**config.mk**
```make
export PLATFORM = sky130hd
export DESIGN_NAME = sha256_single_block_hash
export DESIGN_NICKNAME = d
export VERILOG_FILES = /design/src/sv/sha256_pkg.sv /design/src/sv/sha256_ram.sv /design/src/sv/sha256_ctrl.sv /design/src/sv/sha256_dp.sv /design/src/sv/sha256_single_block_hash.sv
export SDC_FILE = /design/constraint.sdc
export NUM_CORES = 2
export LEC_CHECK = 0
export BUFFER_PORTS_ARGS = -buffer_cell sky130_fd_sc_hd__buf_2
export CAP_MARGIN = 10
export CELL_PAD_IN_SITES_DETAIL_PLACEMENT = 0
export CELL_PAD_IN_SITES_GLOBAL_PLACEMENT = 2
export CORE_MARGIN = 4
export CORE_UTILIZATION = 42
export CTS_CLUSTER_DIAMETER = 200
export DETAILED_ROUTE_END_ITERATION = 10
export MAX_ROUTING_LAYER = met4
export PLACE_DENSITY = 0.88
export SKIP_LAST_GASP = 1
export SYNTH_ARGS = -nofsm -noshare
export SYNTH_HDL_FRONTEND = slang
export SYNTH_SLANG_ARGS = --single-unit
```
**constraint.sdc**
```tcl
create_clock -name clk_i -period 13.9 [get_ports clk_i]
set_clock_uncertainty 0.2 [all_clocks]
set_input_delay 0.695 -clock clk_i [delete_from_list [all_inputs] [get_ports clk_i]]
set_output_delay 0.695 -clock clk_i [all_outputs]
set_load 0.02 [all_outputs]
```
**src/sv/sha256_pkg.sv**
```systemverilog
// Package: shared types, constants and round functions for the single-block SHA-256 hasher.
package sha256_pkg;

  localparam int unsigned MaxBytes = 55;

  typedef struct packed {
    logic [7:0] data_byte;
    logic       no_byte;
    logic       last;
  } sha_in_t;

  typedef struct packed {
    logic [31:0] digest_word;
    logic [2:0]  word_index;
    logic        last_word;
    logic        too_long;
  } sha_out_t;

  typedef enum logic [2:0] {
    ST_IDLE,
    ST_LOAD,
    ST_INIT,
    ST_ROUND,
    ST_EMIT
  } sha_state_e;

  typedef struct packed {
    logic store_item;
    logic load_word;
    logic init_vars;
    logic do_round;
    logic emit_word;
    logic clear_msg;
    logic [5:0] step;
  } sha_cmd_t;

  localparam logic [31:0] RoundK [64] = '{
    32'h428a2f98, 32'h71374491, 32'hb5c0fbcf, 32'he9b5dba5,
    32'h3956c25b, 32'h59f111f1, 32'h923f82a4, 32'hab1c5ed5,
    32'hd807aa98, 32'h12835b01, 32'h243185be, 32'h550c7dc3,
    32'h72be5d74, 32'h80deb1fe, 32'h9bdc06a7, 32'hc19bf174,
    32'he49b69c1, 32'hefbe4786, 32'h0fc19dc6, 32'h240ca1cc,
    32'h2de92c6f, 32'h4a7484aa, 32'h5cb0a9dc, 32'h76f988da,
    32'h983e5152, 32'ha831c66d, 32'hb00327c8, 32'hbf597fc7,
    32'hc6e00bf3, 32'hd5a79147, 32'h06ca6351, 32'h14292967,
    32'h27b70a85, 32'h2e1b2138, 32'h4d2c6dfc, 32'h53380d13,
    32'h650a7354, 32'h766a0abb, 32'h81c2c92e, 32'h92722c85,
    32'ha2bfe8a1, 32'ha81a664b, 32'hc24b8b70, 32'hc76c51a3,
    32'hd192e819, 32'hd6990624, 32'hf40e3585, 32'h106aa070,
    32'h19a4c116, 32'h1e376c08, 32'h2748774c, 32'h34b0bcb5,
    32'h391c0cb3, 32'h4ed8aa4a, 32'h5b9cca4f, 32'h682e6ff3,
    32'h748f82ee, 32'h78a5636f, 32'h84c87814, 32'h8cc70208,
    32'h90befffa, 32'ha4506ceb, 32'hbef9a3f7, 32'hc67178f2
  };

  localparam logic [31:0] InitH [8] = '{
    32'h6a09e667, 32'hbb67ae85, 32'h3c6ef372, 32'ha54ff53a,
    32'h510e527f, 32'h9b05688c, 32'h1f83d9ab, 32'h5be0cd19
  };

  localparam logic [7:0] PadByte = 8'h80;

  function automatic logic [31:0] rotr(input logic [31:0] v, input int unsigned s);
    rotr = (v >> s) | (v << (32 - s));
  endfunction

endpackage

```
**src/sv/sha256_ram.sv**
```systemverilog
// Generic RAM with one write port, one read port and registered read.
module sha256_ram #(
  parameter int unsigned Width = 8,
  parameter int unsigned Depth = 64
) (
  input  logic                     clk_i,
  input  logic                     we_i,
  input  logic [$clog2(Depth)-1:0] waddr_i,
  input  logic [Width-1:0]         wdata_i,
  input  logic [$clog2(Depth)-1:0] raddr_i,
  output logic [Width-1:0]         rdata_o
);
  logic [Width-1:0] mem_q [Depth];

  always_ff @(posedge clk_i) begin
    if (we_i) begin
      mem_q[waddr_i] <= wdata_i;
    end
    rdata_o <= mem_q[raddr_i];
  end
endmodule

```
**src/sv/sha256_ctrl.sv**
```systemverilog
// Controller: sequences byte intake, block load, rounds and digest output.
module sha256_ctrl
  import sha256_pkg::*;
(
  input  logic     clk_i,
  input  logic     rst_ni,
  input  logic     start_i,
  input  sha_in_t  item_i,
  output logic     busy_o,
  output sha_cmd_t cmd_o
);
  sha_state_e state_q, state_d;
  logic [5:0] step_q, step_d;

  always_ff @(posedge clk_i or negedge rst_ni) begin
    if (!rst_ni) begin
      state_q <= ST_IDLE;
      step_q  <= '0;
    end else begin
      state_q <= state_d;
      step_q  <= step_d;
    end
  end

  always_comb begin
    state_d = state_q;
    step_d  = step_q;
    cmd_o   = '0;
    cmd_o.step = step_q;
    busy_o  = 1'b1;
    unique case (state_q)
      ST_IDLE: begin
        busy_o = 1'b0;
        if (start_i) begin
          cmd_o.store_item = 1'b1;
          if (item_i.last) begin
            state_d = ST_LOAD;
            step_d  = '0;
          end
        end
      end
      ST_LOAD: begin
        // one byte per cycle: RAM read addressed at step, written next cycle
        cmd_o.load_word = 1'b1;
        step_d = step_q + 6'd1;
        if (step_q == 6'd63) begin
          state_d = ST_INIT;
        end
      end
      ST_INIT: begin
        cmd_o.init_vars = 1'b1;
        step_d  = '0;
        state_d = ST_ROUND;
      end
      ST_ROUND: begin
        cmd_o.do_round = 1'b1;
        step_d = step_q + 6'd1;
        if (step_q == 6'd63) begin
          state_d = ST_EMIT;
          step_d  = '0;
        end
      end
      ST_EMIT: begin
        cmd_o.emit_word = 1'b1;
        step_d = step_q + 6'd1;
        if (step_q == 6'd7) begin
          cmd_o.clear_msg = 1'b1;
          state_d = ST_IDLE;
          step_d  = '0;
        end
      end
      default: state_d = ST_IDLE;
    endcase
  end
endmodule

```
**src/sv/sha256_dp.sv**
```systemverilog
// Datapath: message store, padding, schedule window, round logic and digest.
module sha256_dp
  import sha256_pkg::*;
(
  input  logic     clk_i,
  input  logic     rst_ni,
  input  sha_in_t  item_i,
  input  sha_cmd_t cmd_i,
  output logic     result_valid_o,
  output sha_out_t result_o
);
  logic [5:0]  count_q;
  logic        ovf_q;
  logic [31:0] w_q [16];
  logic [31:0] v_q [8];
  logic [7:0]  ram_rdata;
  logic [5:0]  ram_raddr;
  logic        ram_we;
  logic [5:0]  load_pos_q;
  logic        load_act_q;
  logic [7:0]  pad_byte;
  logic [63:0] bit_len;

  assign ram_we    = cmd_i.store_item && !item_i.no_byte && (count_q < 6'(MaxBytes));
  assign ram_raddr = cmd_i.step;

  sha256_ram #(.Width(8), .Depth(64)) u_msg_ram (
    .clk_i   (clk_i),
    .we_i    (ram_we),
    .waddr_i (count_q),
    .wdata_i (item_i.data_byte),
    .raddr_i (ram_raddr),
    .rdata_o (ram_rdata)
  );

  assign bit_len = {55'd0, count_q, 3'd0};

  always_comb begin
    if (load_pos_q < count_q) begin
      pad_byte = ram_rdata;
    end else if (load_pos_q == count_q) begin
      pad_byte = PadByte;
    end else if (load_pos_q >= 6'd56) begin
      pad_byte = bit_len[{3'd7 - load_pos_q[2:0], 3'b000} +: 8];
    end else begin
      pad_byte = 8'd0;
    end
  end

  logic [31:0] w2, w7, w15, w16, s0, s1, wnew, wcur;
  logic [31:0] t1, t2, ch, maj, e1, e0;
  logic [3:0]  slot;

  assign slot = cmd_i.step[3:0];
  assign w2   = w_q[4'(slot - 4'd2)];
  assign w7   = w_q[4'(slot - 4'd7)];
  assign w15  = w_q[4'(slot - 4'd15)];
  assign w16  = w_q[slot];
  assign s1   = rotr(w2, 17) ^ rotr(w2, 19) ^ (w2 >> 10);
  assign s0   = rotr(w15, 7) ^ rotr(w15, 18) ^ (w15 >> 3);
  assign wnew = s1 + w7 + s0 + w16;
  assign wcur = (cmd_i.step >= 6'd16) ? wnew : w16;
  assign e1   = rotr(v_q[4], 6) ^ rotr(v_q[4], 11) ^ rotr(v_q[4], 25);
  assign ch   = (v_q[4] & v_q[5]) ^ (~v_q[4] & v_q[6]);
  assign e0   = rotr(v_q[0], 2) ^ rotr(v_q[0], 13) ^ rotr(v_q[0], 22);
  assign maj  = (v_q[0] & v_q[1]) ^ (v_q[0] & v_q[2]) ^ (v_q[1] & v_q[2]);
  assign t1   = v_q[7] + e1 + ch + RoundK[cmd_i.step] + wcur;
  assign t2   = e0 + maj;

  always_ff @(posedge clk_i or negedge rst_ni) begin
    if (!rst_ni) begin
      count_q        <= '0;
      ovf_q          <= 1'b0;
      load_act_q     <= 1'b0;
      result_valid_o <= 1'b0;
    end else begin
      load_act_q     <= cmd_i.load_word;
      result_valid_o <= cmd_i.emit_word;
      if (cmd_i.store_item && !item_i.no_byte) begin
        if (count_q < 6'(MaxBytes)) begin
          count_q <= count_q + 6'd1;
        end else begin
          ovf_q <= 1'b1;
        end
      end
      if (cmd_i.clear_msg) begin
        count_q <= '0;
        ovf_q   <= 1'b0;
      end
    end
  end

  always_ff @(posedge clk_i) begin
    load_pos_q <= cmd_i.step;
    if (load_act_q) begin
      w_q[load_pos_q[5:2]] <= {w_q[load_pos_q[5:2]][23:0], pad_byte};
    end
    if (cmd_i.init_vars) begin
      for (int i = 0; i < 8; i++) begin
        v_q[i] <= InitH[i];
      end
    end
    if (cmd_i.do_round) begin
      w_q[slot] <= wcur;
      v_q[7] <= v_q[6];
      v_q[6] <= v_q[5];
      v_q[5] <= v_q[4];
      v_q[4] <= v_q[3] + t1;
      v_q[3] <= v_q[2];
      v_q[2] <= v_q[1];
      v_q[1] <= v_q[0];
      v_q[0] <= t1 + t2;
    end
    if (cmd_i.emit_word) begin
      result_o.digest_word <= InitH[cmd_i.step[2:0]] + v_q[cmd_i.step[2:0]];
      result_o.word_index  <= cmd_i.step[2:0];
      result_o.last_word   <= (cmd_i.step[2:0] == 3'd7);
      result_o.too_long    <= ovf_q;
    end
  end
endmodule

```
**src/sv/sha256_single_block_hash.sv**
```systemverilog
// Top level: single-block SHA-256 hasher.
// Bytes: one item per cycle while busy is low.
// A last item starts the load of all 64 block bytes (one message RAM read per byte),
// the init of the working variables and the 64 rounds (one shared round unit),
// then 8 digest words.
// Reset (rst_ni low, asynchronous) clears the controller, byte count and flags.
module sha256_single_block_hash
  import sha256_pkg::*;
(
  input  logic     clk_i,
  input  logic     rst_ni,
  input  logic     start,
  output logic     busy,
  input  sha_in_t  item_i,
  output logic     result_valid_o,
  output sha_out_t result_o
);
  sha_cmd_t cmd;

  sha256_ctrl u_ctrl (
    .clk_i   (clk_i),
    .rst_ni  (rst_ni),
    .start_i (start),
    .item_i  (item_i),
    .busy_o  (busy),
    .cmd_o   (cmd)
  );

  sha256_dp u_dp (
    .clk_i          (clk_i),
    .rst_ni         (rst_ni),
    .item_i         (item_i),
    .cmd_i          (cmd),
    .result_valid_o (result_valid_o),
    .result_o       (result_o)
  );

  assert property (@(posedge clk_i) disable iff (!rst_ni)
    (start && !busy && item_i.last) |=> busy)
    else $error("busy not raised after last item");

  assert property (@(posedge clk_i) disable iff (!rst_ni)
    result_valid_o |-> busy || result_o.last_word)
    else $error("digest word outside a run");

  assert property (@(posedge clk_i) disable iff (!rst_ni)
    (result_valid_o && result_o.last_word) |=> !result_valid_o)
    else $error("word after last digest word");
endmodule
```
==> metrics.cfg <==
[route]
wirelength_um=303000
routed_via_density=6.40
postRouteAntennaNets=0
first_iter_violations=8620
wl_per_cell_um=31.5
drc_errors=0
dr.pass1.iters=8
via_count=61486

[min_path]
holdCritPathClass=in2reg

[timing]
rsz0062_at_grt=false
setup_viol=0
finalHoldViolations=0
period_share_pct=95.2
max_freq_mhz=75.6
timing.hold.ws_ns=0.0366
max_slew_margin_pct=14.3
finalSetupTns_ns=0
fin_crit_ns=13.23
max_slew.worst_pin.slew_ns=1.28
final-max-slew-violation-count=0

[synthesis]
synth_compound_area_share_pct=8.42
netlist_area_um2=87400
muxShareOfSynthArea_pct=22.8
yosys.area_share.adder_pct=7.22
yosysWarnings=0
ys_seq_area_share_pct=46.1
synthSimpleGateAreaFrac_pct=7.60
synth-edff-count=1317
synthFlopType=edfxtp_1
synth-xor-area-share_pct=3.90
async_flop_share_pct=1.33
syn_inst=6756
ys_seq_elements=1349
synth_top_family_by_area=multiplexers
avgSynthCellArea_um2=12.9
synth_cell_types=85

[power_and_ir_drop]
p_per_area_nw_per_um2=91.1
p_total_mw=8.83
intPower_mw=6.96
switchingPower_mw=1.87
ir_drop_mv=0.145
seqPwrFrac_pct=50.3
p_clk_share_pct=49.2
p_sw_share_pct=21.2
p_leak_nw=36.2
comb_power_share_pct=0.6

[placement]
routabilityCongestion=0.993
dpl_cell_area_um2=91200
io_buffers=51
hpwl_um=200000

[global_route]
grt_pass1_wl_um=436000
gr-total-overflow=0
grt_max_degree=186
track_usage_pct=28.5
grt_pass1_vias=59922
antenna_found_initial=11

[run]
maxCapViolCount=0

[die]
ios=52
rows=167
start_util_pct=42.2
core_um2=207000
fp.dieW_um=464
die_area_um2=215000
fp.dieH_um=464

[cells_and_area]
nets=7072
layout-drive-gt1-share_pct=20.7
fillCellCount=18087
stdcell_area_um2=97000
multi_input_area_um2=44300
seqCellArea_um2=40300
area_growth_pct=10.9
finish.utilization_pct=46.8

[cts]
clkLatencyLatePin_ns=0.87
clockRootBuffer=clkbuf_16
cts_tree=done
cts_buffers=155
clock_path_buffers=3
cts.sinks=1349
cts-htree-levels=4
clkTransAtPathRegs_ns=0.06

[setup_path]
worst_path_most_repeated_cell=buf_4
worstSetupPathType=reg2reg
worstPathArrival_ns=13.75
cp_slowest_cell=mux4_2
critPathRequiredTime_ns=14.42
crit_path_end_kind=register
max_stage_delay_ns=0.66
cp-start-kind=register
critical_path.max_fanout=8

[run_status]
status=finished, final reports clean

placed cells by master, fill, tap and decap left out, drive strengths merged, types with 21 or more instances in the layout:
cell type	instances
and3	99
buf	261
ha	191
nand2	712
o221ai	39
o22ai	26
xor2	84
inv	338
mux2	28
nor2b	21
o21ai	600
mux4	775
fa	188
o21a	22
bufinv	21
conb	64
a211oi	34
mux2i	212
a21o	88
o21bai	32
a21oi	237
nand3	67
nand2b	137
a31oi	24
nor3	61
clkbuf	187
xnor2	294
nor2	292
clkinv	66
edfxtp	1317
final timing paths:
path / slack, ns / to / cells past startpoint / from
max in group asynchronous: 12.71 / u_ctrl.step_q[1] / 2 / rst_ni
setup reg to reg: 0.67 / u_dp.v_q[0][31] / 51 / u_ctrl.step_q[0]
hold / removal: 0.04 / u_dp.u_msg_ram.mem_q[47][6] / 1 / item_i[8]
min in group asynchronous: 0.32 / u_ctrl.step_q[0] / 2 / rst_ni
hold reg to reg: 0.32 / u_dp.v_q[6][15] / 1 / u_dp.v_q[5][15]
setup / recovery: 0.67 / u_dp.v_q[0][31] / 51 / u_ctrl.step_q[0]
cell families (layout without fill, tap and decap cells):
logic type               after synthesis  count (layout)
AND/OR/NAND/NOR                     1481            1481
flip-flops                          1349            1349
AO/OA/AOI/OAI                       1237            1237
multiplexers                        1015            1015
buffers and inverters                896             885
adder cells (fa/ha/maj)              395             395
XOR/XNOR                             382             382
other                                  1              73
power groups by stage:
stage                     registers (mW)  clock network [mW]  logic, mW
after floorplan                     4.53                   0     0.0133
after global placement              4.53                   0     0.0425
after detailed placement            4.53                   0     0.0456
after CTS                           4.44                4.40     0.0462
after global routing                4.44                4.57     0.0527
final                               4.44                4.34     0.0487
critical path, delay by kind of cell (launching register included):
| family | cells | cell delay (ns) |
|---|---|---|
| AOI/OAI and AO/OA | 17 | 3.29 |
| xor gates and xnor gates | 5 | 1.36 |
| adders and majority gates | 10 | 4.20 |
| buffers and inverters | 11 | 1.63 |
| DFF | 1 | 0.58 |
| muxes | 1 | 0.66 |
| and+or+nand+nor | 7 | 1.12 |
metrics by stage:
stage / setup WS [ns] / instances
floorplan: 0.0343 / 6819
global placement: 0.306 / 9288
detailed placement: 0.122 / 9288
CTS: 0.0615 / 9574
global route: 0.0323 / 9600
finish: 0.670 / 9605
area by class of cell:
cell class,instances,share of cell area [%]
timing repair buffer,263,2.23
antenna,9,0.0232
inverter,337,1.31
tap,2788,3.60
clock buffer,186,4.20
sequential,1349,41.6
multi-input combinational,4574,45.7
clock inverter,99,1.37
routing by layer:
layer,track usage (%),vias to the layer above,share of wire [%]
li1,-,25474,-
met1,38.1,31264,39
met2,42.7,3992,46
met3,6.09,756,11
met4,11.4,0,4.7
met5,-,-,0
Yosys cell counts (all sizes together) (34+ instances only):
cell type	number	area share, %
nor3	61	0.35
inv	335	1.4
a211oi	34	0.29
xor2	84	0.84
edfxtp	1317	45
xnor2	294	3.0
nand2	712	3.1
nand3	67	0.38
buf	135	0.75
mux4	775	20
a21oi	237	1.4
ha	191	2.7
and3	99	0.71
o21ai	600	3.4
clkbuf	424	1.8
a21o	88	0.76
fa	188	4.3
nor2	292	1.3
o221ai	39	0.39
nand2b	137	0.98
mux2i	212	2.4
flip-flops by register name, indices dropped and copies added, names as in the netlist:
| register | cells |
|---|---|
| u_dp.u_msg_ram.mem_q | 512 |
| u_dp.u_msg_ram.rdata_o | 8 |
| u_dp.result_valid_o | 1 |
| u_dp.count_q | 6 |
| u_ctrl.step_q | 6 |
| u_dp.load_pos_q | 6 |
| u_dp.ovf_q | 1 |
| u_dp.load_act_q | 1 |
| u_dp.w_q | 512 |
| u_ctrl.state_q | 3 |
| u_dp.v_q | 256 |
| u_dp.result_o | 37 |
repair_timing:
| action | CTS | global route |
|---|---|---|
| endpoints found under the hold margin | 18 | 0 |
| setup endpoints to repair | 0 | 5 |
| buffers inserted | 0 | 17 |
| hold buffers | 1 | 0 |
| gates resized for setup | 0 | 20 |
Power figures use the tool's default switching activity.
